File: src/design/salc_set_mem.sv
// -----------------------------------------------------------------------------
// salc_set_mem
// One row per set: valid, tag and rank of every way. Registered read.
// -----------------------------------------------------------------------------
module salc_set_mem #(
	parameter int SETS = 256,
	parameter int ROW_W = 8
) (
	input  logic                    clk,
	input  logic [$clog2(SETS)-1:0] raddr,
	output logic [ROW_W-1:0]        rdata,
	input  logic                    we,
	input  logic [$clog2(SETS)-1:0] waddr,
	input  logic [ROW_W-1:0]        wdata
);
	logic [ROW_W-1:0] mem [SETS];

	// Write port
	always_ff @(posedge clk) begin
		if (we) begin
			mem[waddr] <= wdata;
		end
	end

	// Registered read port
	always_ff @(posedge clk) begin
		rdata <= mem[raddr];
	end
endmodule

File: config.mk
export PLATFORM = sky130hd
export DESIGN_NAME = salc_set_mem
export DESIGN_NICKNAME = d
export VERILOG_FILES = /design/src/design/salc_set_mem.sv
export SDC_FILE = /design/constraint.sdc
export NUM_CORES = 2
export LEC_CHECK = 0
export BUFFER_PORTS_ARGS = -buffer_cell sky130_fd_sc_hd__buf_2
export CAP_MARGIN = 20
export CELL_PAD_IN_SITES_DETAIL_PLACEMENT = 0
export CELL_PAD_IN_SITES_GLOBAL_PLACEMENT = 1
export CORE_ASPECT_RATIO = 2
export CORE_MARGIN = 4
export CORE_UTILIZATION = 50
export DETAILED_ROUTE_END_ITERATION = 10
export PLACE_DENSITY_LB_ADDON = 0.1
export SLEW_MARGIN = 20
export SYNTH_ARGS = -nofsm -noshare
export SYNTH_HDL_FRONTEND = slang
export SYNTH_SLANG_ARGS = --single-unit
File: constraint.sdc
create_clock -name clk -period 2.3 [get_ports clk]
set_input_delay 0.115 -clock clk [delete_from_list [all_inputs] [get_ports clk]]
set_output_delay 0.115 -clock clk [all_outputs]
set_load 0.01 [all_outputs]
## Yosys cells after proc, flatten, opt, wreduce, memory -nomap -nowiden

Memory sizes are Yosys's and may differ from the RTL's. A register that Yosys moved wholly into a read port is not among the register bits.
Cells that the tools add are included.

- Flip-flop bits (word level): 0
- Memory bits (writable): 2048
- Word-level logic and storage cells: 3
- Memories kept: 1

- Multiplexer cells: 2

Memory list:

| name | depth | bits a word | read ports | clocked after memory_dff | wr ports | line | source |
|---|---|---|---|---|---|---|---|
| mem | 256 | 8 | 1 | 1 | 1 | 16 | `logic [ROW_W-1:0] mem [SETS];` |

Operators with widths:

| cell | count |
|---|---|
| 1-bit 2-to-1 mux | 2 |

## Depth between registers and ports, before layout

- Word-level depth: 2
- Mapped depth: 11

## Worst setup path before layout

No wires, ideal clock.

- Kind: input port to flip-flop
- Start: input port raddr[0]
- End: register rdata[2], read port of mem
- Library setup time: 131 ps
- Arrival: 1922 ps
- Data required time: 2169 ps
- Setup slack: 247 ps
- Stages on the path: 9
- Buffers on the path: 4
- Cells stage by stage: buf_6 buf_12 buf_8 buf_2 mux4_2 a22oi_1 a21oi_1 nor4_1 nor4_2

RTL lines:

| item | line | source |
|---|---|---|
| start: declaration | 10 | `input logic [$clog2(SETS)-1:0] raddr,` |
| end: declaration | 11 | `output logic [ROW_W-1:0] rdata,` |

==> reports/metrics.cfg <==
[run_status]
status=finished, final reports clean

[clock_network]
clock_path_buffers=4
insertion_delay_ns=0.81
h-tree-depth=4
numCtsBuffers=183
cts_tree=yes
clk_pin_slew_ns=0.07
clock-sinks=2056
cts_root_buf=clkbuf_16
postCtsSetupRepairBufs=0

[synth]
synth_edf_count=2048
synth.yosys.seq_area_share_pct=77.5
synth_area_um2=79600
yosysWarnings=0
synth.ff_latch_count=2056
syn_inst=3733
async_flop_share_pct=0
synthFlopType=edfxtp_1
synth_cell_types=55
synth_area_per_cell_um2=21.3
synth_nets=3759

[critical_path]
reg2reg_to=rdata[5]$_DFF_P_
crit_required_ns=3.01
crit_path_frequent_cell=buf_4
crit_chain=mux4_2 -> a22o_4 -> a221oi_4 -> buf_4 -> o32ai_1 -> buf_4 -> nor3_4 -> buf_4 -> nor4_1
end_kind=flip-flop
r2r_start=mem[83][5]$_DFFE_PP_
path_buf_inv=3
crit_type=flip-flop to flip-flop
rr_worst_depth=9
arrival_ns=2.96
cp_top_family=compound AO/OA/AOI/OAI gates
r2r_slack_ns=0.05
cp_slowest_cell=mux4_2
cp-start-kind=flip-flop
cp.depth=9
cpPeakStageDelay_ns=0.49
critPathMaxFanout=1

[timing]
relSlewSlack_pct=35.0
hold_violations=0
setup_slack_ns=0.0477
holdWs_ns=0.0523
worstMarginPinSlew_ns=0.976
fmax_mhz=444
min_period_ns=2.25
fin_worst_skew_ns=0.0282
rsz0062_at_grt=false
setup_viol=0
period_share_pct=97.9
report.final.slew_viol_count=0
setup_tns_ns=0

[die]
dieHeight_um=572
core_um2=158000
die_w_um=290
pin_count=34
start_util_pct=50.4
num_rows=206
die-area_um2=166000

[final_layout]
final_nets=4463
fin_util_pct=59.3
multiInputGateArea_um2=16700
fillers=11500
drive_above_1_share_pct=32.9
area_growth_syn_to_layout_pct=17.5
regArea_um2=61700

[min_path]
whs_endpoint=mem[245][7]$_DFFE_PP_
hold_path_depth=4
min-delay-start=waddr[5]
hold_path_class=input pin to flip-flop

[placed_design]
io_buffers=33
place_congestion=0.910
dp_hpwl_um=154000
pre_cts_slack_ns=-0.784

[drt]
dr_wl_met3_um=11200
post-route-drc-count=0
drtIter0Drc=3903
wl_per_cell_um=33.3
vias=40800
wl_met2_um=123000
vias_per_cell=6.13
routed_wl_um=222000
dr.max_layer_used=met5
firstDrtPassIters=6
drt-met1-wl_um=74800
ant_nets=0

[power_and_ir_drop]
fin_total_pwr_mw=77.0
peakVddDrop_mv=0.805
p_leak_nw=30.3
power.density_nw_per_um2=824

[global_route]
grt_start_max_net_pins=86
grt.total_usage_pct=26.8
grt_first_pass_wirelength_um=316000
grt_pass1_vias=43200
overflow=0
antenna_found_initial=11

[flow_run]
drv_cap=0

-- flip-flops by register name, indices dropped and copies added (netlist names) --
name,cells
mem,2048
rdata,8
-- through the flow --
stage               std cells  cell area (um2)
detailed placement       6324            87200
CTS                      6659            93500
floorplan                3733            79600
global route             6659            93500
finish                   6661            93500
global placement         6324            87200
-- power breakdown --
part	switching (mW)	total (mW)	leakage [nW]	internal, mW
Clock	13.3	31.2	2.93	17.8
Combinational	2.74	4.53	8.93	1.79
Sequential	0.0756	41.3	18.5	41.3
Total	16.2	77.0	30.3	60.9
-- tightest hold or removal path, cell delays in order --
cell	delay, ns
buf_2	0.14
nand4_1	0.10
buf_4	0.19
nor2_1	0.12
-- cell families (layout without fill, tap and decap cells) --
| family | count (synthesis) | in the layout | share of synthesized area, % |
|---|---|---|---|
| compound gates | 385 | 385 | 3.42 |
| buf+inv | 235 | 1080 | 1.83 |
| flops | 2056 | 2056 | 77.5 |
| mux | 591 | 591 | 14.6 |
| other cells | 0 | 3 | 0 |
| simple gates | 466 | 466 | 2.63 |
-- Yosys cell counts, types with 10 or more instances --
| cell | n | area share (%) |
|---|---|---|
| nor3_1 | 22 | 0.14 |
| buf_4 | 27 | 0.25 |
| nor2_1 | 282 | 1.3 |
| nor4_1 | 24 | 0.19 |
| nand4_1 | 10 | 0.079 |
| nand3_1 | 34 | 0.21 |
| nand2_1 | 33 | 0.16 |
| clkbuf_1 | 111 | 0.52 |
| edfxtp_1 | 2048 | 77 |
| o22ai_1 | 28 | 0.22 |
| nor2b_1 | 31 | 0.24 |
| buf_8 | 13 | 0.25 |
| buf_2 | 31 | 0.20 |
| buf_1 | 22 | 0.10 |
| buf_6 | 21 | 0.30 |
| o21ai_0 | 10 | 0.063 |
| a211oi_1 | 16 | 0.15 |
| a221oi_1 | 13 | 0.14 |
| mux4_2 | 454 | 13 |
| a22oi_1 | 133 | 1.3 |
| mux2i_1 | 134 | 1.7 |
| a21oi_1 | 96 | 0.60 |
| o211ai_1 | 10 | 0.094 |
| o221ai_1 | 46 | 0.51 |
-- final cells by class --
| type | instances | area share, % |
|---|---|---|
| multi-input cells | 1442 | 17.8 |
| flip-flops and latches | 2056 | 65.9 |
| inverters | 2 | 0.00803 |
| diodes | 3 | 0.00803 |
| well taps | 2080 | 2.78 |
| clock buffers | 208 | 5.02 |
| repair buffers | 752 | 7.00 |
| clock inverters | 118 | 1.41 |
-- routing by layer --
metal / global-route usage [%] / up-vias
li1: - / 17100
met1: 29.9 / 21800
met2: 50.6 / 1507
met3: 3.22 / 455
met4: 12.8 / 10
met5: 0 / -
-- worst max-delay path by stage --
stage                          from               end  slack, ns
3_3_place_gp               raddr[0]  rdata[1]$_DFF_P_      -0.81
2_1_floorplan              raddr[0]  rdata[2]$_DFF_P_       0.25
5_1_grt        mem[87][7]$_DFFE_PP_  rdata[7]$_DFF_P_      0.003
6_report       mem[83][5]$_DFFE_PP_  rdata[5]$_DFF_P_       0.05
4_1_cts        mem[42][3]$_DFFE_PP_  rdata[3]$_DFF_P_       0.01
3_5_place_dp               raddr[0]  rdata[6]$_DFF_P_      -0.78
-- cell usage in the layout, fill, tap and decap left out, types with 24 or more instances in the layout --
master / Yosys / layout
a21oi_1: 96 / 96
a22oi_1: 133 / 132
buf_12: 8 / 69
buf_4: 27 / 642
bufinv_16: 0 / 28
clkbuf_1: 111 / 24
clkbuf_16: 0 / 184
clkinv_1: 1 / 37
clkinv_2: 0 / 34
edfxtp_1: 2048 / 2048
mux2i_1: 134 / 134
mux4_2: 454 / 454
nand2_1: 33 / 33
nand3_1: 34 / 34
nor2_1: 282 / 277
nor2b_1: 31 / 28
o221ai_1: 46 / 46
o22ai_1: 28 / 28
-- repair_timing --
| item | in CTS | in global routing |
|---|---|---|
| pin swaps | 4 | 3 |
| gates resized for setup | 29 | 7 |
| setup endpoints to repair | 7 | 7 |
| hold endpoints to repair | 532 | 0 |
| hold buffers | 9 | 0 |
| cloned | 0 | 0 |
(Power assumes the default switching activity.)
