[config.mk]
export PLATFORM = sky130hd
export DESIGN_NAME = salc_lookup
export DESIGN_NICKNAME = d
export VERILOG_FILES = /design/src/design/salc_pkg.sv /design/src/design/salc_lookup.sv
export SDC_FILE = /design/constraint.sdc
export NUM_CORES = 1
export LEC_CHECK = 0
export BUFFER_PORTS_ARGS = -buffer_cell sky130_fd_sc_hd__buf_2
export CORE_AREA = 2 2 439 441
export DETAILED_ROUTE_END_ITERATION = 10
export DIE_AREA = 0 0 441 443
export GPL_ROUTABILITY_DRIVEN = 0
export PLACE_DENSITY_LB_ADDON = 0.1
export SLEW_MARGIN = 20
export SYNTH_ARGS = -nofsm -noshare
export SYNTH_HDL_FRONTEND = slang
export SYNTH_SLANG_ARGS = --single-unit
[constraint.sdc]
create_clock -name vclk -period 38.8
set_clock_uncertainty 0.15 [all_clocks]
set_input_delay 7.76 -clock vclk [all_inputs]
set_output_delay 7.76 -clock vclk [all_outputs]
set_load 0.03 [all_outputs]
[src/design/salc_pkg.sv]
// -----------------------------------------------------------------------------
// salc_pkg
// Types and constants for the set-associative LRU cache simulator.
// -----------------------------------------------------------------------------
package salc_pkg;
	localparam int unsigned CNT_W = 32;
	localparam logic [CNT_W-1:0] CNT_MAX = '1;

	typedef enum logic [1:0] {
		OP_FETCH  = 2'd0,
		OP_LOAD   = 2'd1,
		OP_STORE  = 2'd2,
		OP_MODIFY = 2'd3
	} op_t;

	localparam logic [1:0] REG_SET_BITS = 2'd0;
	localparam logic [1:0] REG_OFF_BITS = 2'd1;
	localparam logic [1:0] REG_WAYS     = 2'd2;

	// Outcome of one lookup
	typedef struct packed {
		logic hit;
		logic miss;
		logic evict;
	} outcome_t;
endpackage

[src/design/salc_lookup.sv]
// -----------------------------------------------------------------------------
// salc_lookup
// Tag compare, fill or victim choice, and LRU rank update for one set row.
// -----------------------------------------------------------------------------
module salc_lookup
	import salc_pkg::*;
#(
	parameter int WAYS = 8,
	parameter int TAG_W = 62,
	parameter int RANK_W = 3
) (
	input  logic [WAYS-1:0]             valid_in,
	input  logic [WAYS-1:0][TAG_W-1:0]  tag_in,
	input  logic [WAYS-1:0][RANK_W-1:0] rank_in,
	input  logic [WAYS-1:0]             use_mask,
	input  logic [TAG_W-1:0]            tag,
	output logic [WAYS-1:0]             valid_out,
	output logic [WAYS-1:0][TAG_W-1:0]  tag_out,
	output logic [WAYS-1:0][RANK_W-1:0] rank_out,
	output outcome_t                    outcome
);
	localparam int WI_W = (WAYS > 1) ? $clog2(WAYS) : 1;
	localparam logic [RANK_W:0] RANK_TOP = (RANK_W + 1)'(WAYS - 1);
	localparam logic [RANK_W:0] RANK_FILL = (RANK_W + 1)'(WAYS);

	logic [WAYS-1:0] match;
	logic [WAYS-1:0] empty;
	logic            any_hit;
	logic            any_empty;
	logic [WI_W-1:0] hit_w;
	logic [WI_W-1:0] empty_w;
	logic [WI_W-1:0] vic_w;
	logic [WI_W-1:0] sel_w;
	logic [RANK_W:0] old_rank;

	// Find hit way, first empty way and oldest way
	always_comb begin
		any_hit = 1'b0;
		any_empty = 1'b0;
		hit_w = '0;
		empty_w = '0;
		vic_w = '0;
		for (int j = WAYS - 1; j >= 0; j--) begin
			match[j] = use_mask[j] && valid_in[j] && (tag_in[j] == tag);
			empty[j] = use_mask[j] && !valid_in[j];
			if (match[j]) begin
				any_hit = 1'b1;
				hit_w = WI_W'(j);
			end
			if (empty[j]) begin
				any_empty = 1'b1;
				empty_w = WI_W'(j);
			end
		end
		for (int j = 1; j < WAYS; j++) begin
			if (use_mask[j] && rank_in[j] > rank_in[vic_w]) begin
				vic_w = WI_W'(j);
			end
		end
	end

	// Pick the way and its old rank
	always_comb begin
		if (any_hit) begin
			sel_w = hit_w;
			old_rank = {1'b0, rank_in[hit_w]};
		end else if (any_empty) begin
			sel_w = empty_w;
			old_rank = RANK_FILL;
		end else begin
			sel_w = vic_w;
			old_rank = {1'b0, rank_in[vic_w]};
		end
		outcome.hit = any_hit;
		outcome.miss = !any_hit;
		outcome.evict = !any_hit && !any_empty;
	end

	// Age younger ways, install the selected way
	always_comb begin
		valid_out = valid_in;
		tag_out = tag_in;
		rank_out = rank_in;
		for (int j = 0; j < WAYS; j++) begin
			if (WI_W'(j) == sel_w) begin
				valid_out[j] = 1'b1;
				tag_out[j] = tag;
				rank_out[j] = '0;
			end else if (use_mask[j] && valid_in[j] && ({1'b0, rank_in[j]} < old_rank)
					&& ({1'b0, rank_in[j]} < RANK_TOP)) begin
				rank_out[j] = rank_in[j] + 1'b1;
			end
		end
	end
endmodule

==> After elaboration in Yosys (flattened, before gate mapping) <==
Index checks and enable logic that the tools add are counted.
{ "classes": {"addsub": 8, "order_cmp": 31, "eq_ne": 15, "muxes": 91, "reduce_logical": 59} }
{ "op_table": {"columns": ["cell", "n"], "rows": [
  ["$eq A62 B62 Y1", 8],
  ["$mux W62", 8],
  ["$mux W3", 48],
  ["$bmux W3 S3", 8],
  ["$logic_and A1 B1 Y1", 48],
  ["$lt A3 B4 Y1", 8],
  ["$lt A3 B4 Y1 const B", 8],
  ["$mux W1", 25],
  ["$add A3 B1 Y3 const B", 8],
  ["$lt A3 B3 Y1 const B", 8],
  ["$gt A3 B3 Y1", 7],
  ["$eq A3 B3 Y1 const A", 4],
  ["$logic_not A1 Y1", 10],
  ["$mux W4", 2],
  ["$eq A2 B3 Y1 const A", 2],
  ["$eq A1 B3 Y1 const A", 1],
  ["$logic_not A3 Y1", 1]
]} }
{ "totals": {"register_bits": 0, "input_bits": 598, "output_inout_bits": 531, "word_cells": 204} }

==> Logic depth before layout (Yosys ltp) <==
{ "depth": {"word_depth": 42, "ltp_mapped": 66, "ltp_nobuf": 64} }

==> Worst setup path before layout <==
No wires, ideal clock.
{ "synth_timing": {"kind": "input port to output port", "from": "input port rank_in[3] (netlist bit)", "to": "output port rank_out[17] (netlist bit)", "arrival_ns": 20.188, "required_ns": 30.890, "slack_ns": 10.702, "stages": 62, "cell_sequence": "clkbuf_1 > inv_1 > ha_1 > nand3_1 > nand2_1 > a21oi_1 > nor2_1 > a21oi_1 > ha_1 > nor2b_1 > o21a_1 > o211ai_1 > nor2_1 > a21oi_1 > inv_1 > ha_1 > nor2b_1 > o21a_1 > [... 26 more ...] > ha_1 > nor2b_1 > o21a_1 > o211ai_1 > nand2_1 > a221oi_1 > o21ai_0 > o2111ai_1 > o21ai_0 > a31oi_1 > ha_1 > inv_1 > o21bai_1 > o21bai_1 > o31ai_2 > nor3_1 > a2111oi_0 > a211oi_1"} }
{ "synth_rtl": {"columns": ["element", "line", "text"], "rows": [
  ["start, declared", "salc_lookup.sv:14", "input logic [WAYS-1:0][RANK_W-1:0] rank_in,"],
  ["end, declared", "salc_lookup.sv:19", "output logic [WAYS-1:0][RANK_W-1:0] rank_out,"]
]} }

==> results.yml <==
status:
  status: "finished, final reports clean"
layout:
  nClkBuffers: 0
  nFillCells: 22300
  final_cells: 5955
  seq_cells: 0
  layout.nets: 4022
  drive_gt1_frac: 0.509
  final_common_cell: "buf_2"
  seq_area_sq_um: 0
  synthToLayoutAreaGrowth_pct: 51.4
  layout_common_cells: "1129 x buf_2, 434 x mux2_2, 242 x xor2_1"
floorplanning:
  fp.dieArea_sq_mm: 0.195
  die_w_um: 441
  initial_core_util: 0.0912
  coreArea_sq_mm: 0.191
  fp-row-count: 161
  die_h_um: 443
  num_io_pins: 1129
synth:
  yosysSeqAreaShare: 0
  avgSynthCellArea_sq_um: 7.46
  synth.distinct_cells: 87
  synthesis.nets: 2972
  syn_area_sq_mm: 0.0174
  yosys_warnings: 0
  postSynthCellCount: 2337
global_routing:
  grt_pass1_vias: 25100
  grt_max_degree: 66
  antenna_found_initial: 126
  grt_pass1_wl_mm: 302
  overflow: 0
  grt_usage: 0.241
cts:
  cts_setup_buffers: 0
  post_cts_resized: 0
  cts_hold_buf: 0
sta:
  tightest_slew_ns: 1.11
  finalHoldViolations: 0
  rsz0062_at_grt: "false"
  fin_tns_setup_ns: 0
  fmax_ghz: 0.0327
  holdWs_ns: 15.74
  fin_crit_sh: 0.788
  slew_headroom: 0.252
  fin_crit_ns: 30.57
  finalMaxSlewViolations: 0
  finalSetupViolations: 0
drt:
  ant_nets: 0
  dr.pass1.iters: 6
  vias_per_cell: 4.28
  detail_route.iter0.violations: 2429
  wl_per_cell_um: 41.8
  vias: 25500
  drc: 0
  wl_mm: 249
hold_path:
  min_to: "valid_out[4]"
  holdCritStartpoint: "valid_in[4]"
  hold_path.class: "in2out"
  hold_depth: 3
setup_path:
  required_ns: 30.89
  cp.arrival_ns: 22.66
  slowest_delay_ns: 0.74
  crit_path_start_kind: "primary input"
  slowest_stage: "nor3_1"
  end_kind: "output port"
  path_class: "in2out"
  critPathLaunch: "rank_in[1]"
  cp_common_cell: "ha_1"
  cp_max_fo: 10
placement:
  portBuffers: 1129
  dp.cells: 5911
  dp.final_hpwl_mm: 209
flow_run:
  maxCapViolCount: 0
-- critical path, delay by kind of cell --
family	cells	cell delay, ns
buffers and inverters	5	1.02
multiplexers	1	0.35
AND/OR/NAND/NOR	16	3.10
AO/OA/AOI/OAI	32	8.15
adder cells (fa/ha/maj)	8	2.25
-- metrics by stage --
| stage | utilization | setup WS, ns | area, sq um |
|---|---|---|---|
| 2_1_floorplan | - | 10.70 | 17400 |
| 3_3_place_gp | 0.137 | 8.26 | 26300 |
| 3_5_place_dp | 0.137 | 8.36 | 26300 |
| 4_1_cts | 0.137 | 8.26 | 26300 |
| 5_1_grt | 0.138 | 6.88 | 26300 |
| 6_report | 0.138 | 8.23 | 26400 |
-- cells in the mapped netlist (11+ instances only) --
master / count / area [sq um]
nor4_1: 132 / 826
xor2_1: 242 / 2120
and3_1: 16 / 100
a21o_1: 11 / 82.6
nand4b_1: 11 / 96.3
o21ai_0: 94 / 470
a211oi_1: 14 / 105
nand2b_1: 73 / 457
nor2b_1: 147 / 920
clkbuf_1: 67 / 251
o211ai_1: 14 / 105
ha_1: 37 / 463
buf_2: 109 / 546
mux2_2: 434 / 4890
nand2_1: 158 / 593
a2111oi_0: 24 / 210
nor4b_1: 11 / 96.3
inv_1: 67 / 251
nand4_1: 92 / 576
xnor2_1: 143 / 1250
a21oi_1: 32 / 160
nand3_1: 37 / 185
o21bai_1: 11 / 82.6
nor2_1: 85 / 319
mux2i_1: 12 / 120
or4_1: 16 / 120
o2111ai_1: 13 / 114
nor3_1: 46 / 230
-- how the worst max path moves through the flow --
stage,to
6_report,rank_out[9]
4_1_cts,rank_out[9]
3_3_place_gp,rank_out[9]
3_5_place_dp,rank_out[9]
5_1_grt,rank_out[9]
2_1_floorplan,rank_out[17]
-- cell type report --
cell class                 instances  area, sq um  area share
inverter                          69          259     0.00982
tap                             2526         3160       0.120
antenna                           44          110     0.00417
timing repair buffer            1241         6500       0.247
multi-input combinational       2075        16300       0.620
-- cell families (layout without fill, tap and decap cells) --
| kind of cell | Yosys count | in the layout | share of synthesized area |
|---|---|---|---|
| compound gates | 318 | 318 | 0.132 |
| xor+xnor | 385 | 385 | 0.193 |
| fa+ha+maj | 37 | 37 | 0.0266 |
| buf+inv | 262 | 1310 | 0.0670 |
| mux | 446 | 446 | 0.287 |
| other cells | 0 | 44 | 0 |
| simple gates | 889 | 889 | 0.293 |
-- per-layer routing --
layer	wire (um)	part of all wire	GRT usage	vias to the layer above
met5	154	0.00062	0	-
met4	9070	0.036	0.0738	24
met3	15000	0.060	0.0398	340
met2	120000	0.48	0.413	1450
met1	105000	0.42	0.307	13000
li1	-	-	-	10700
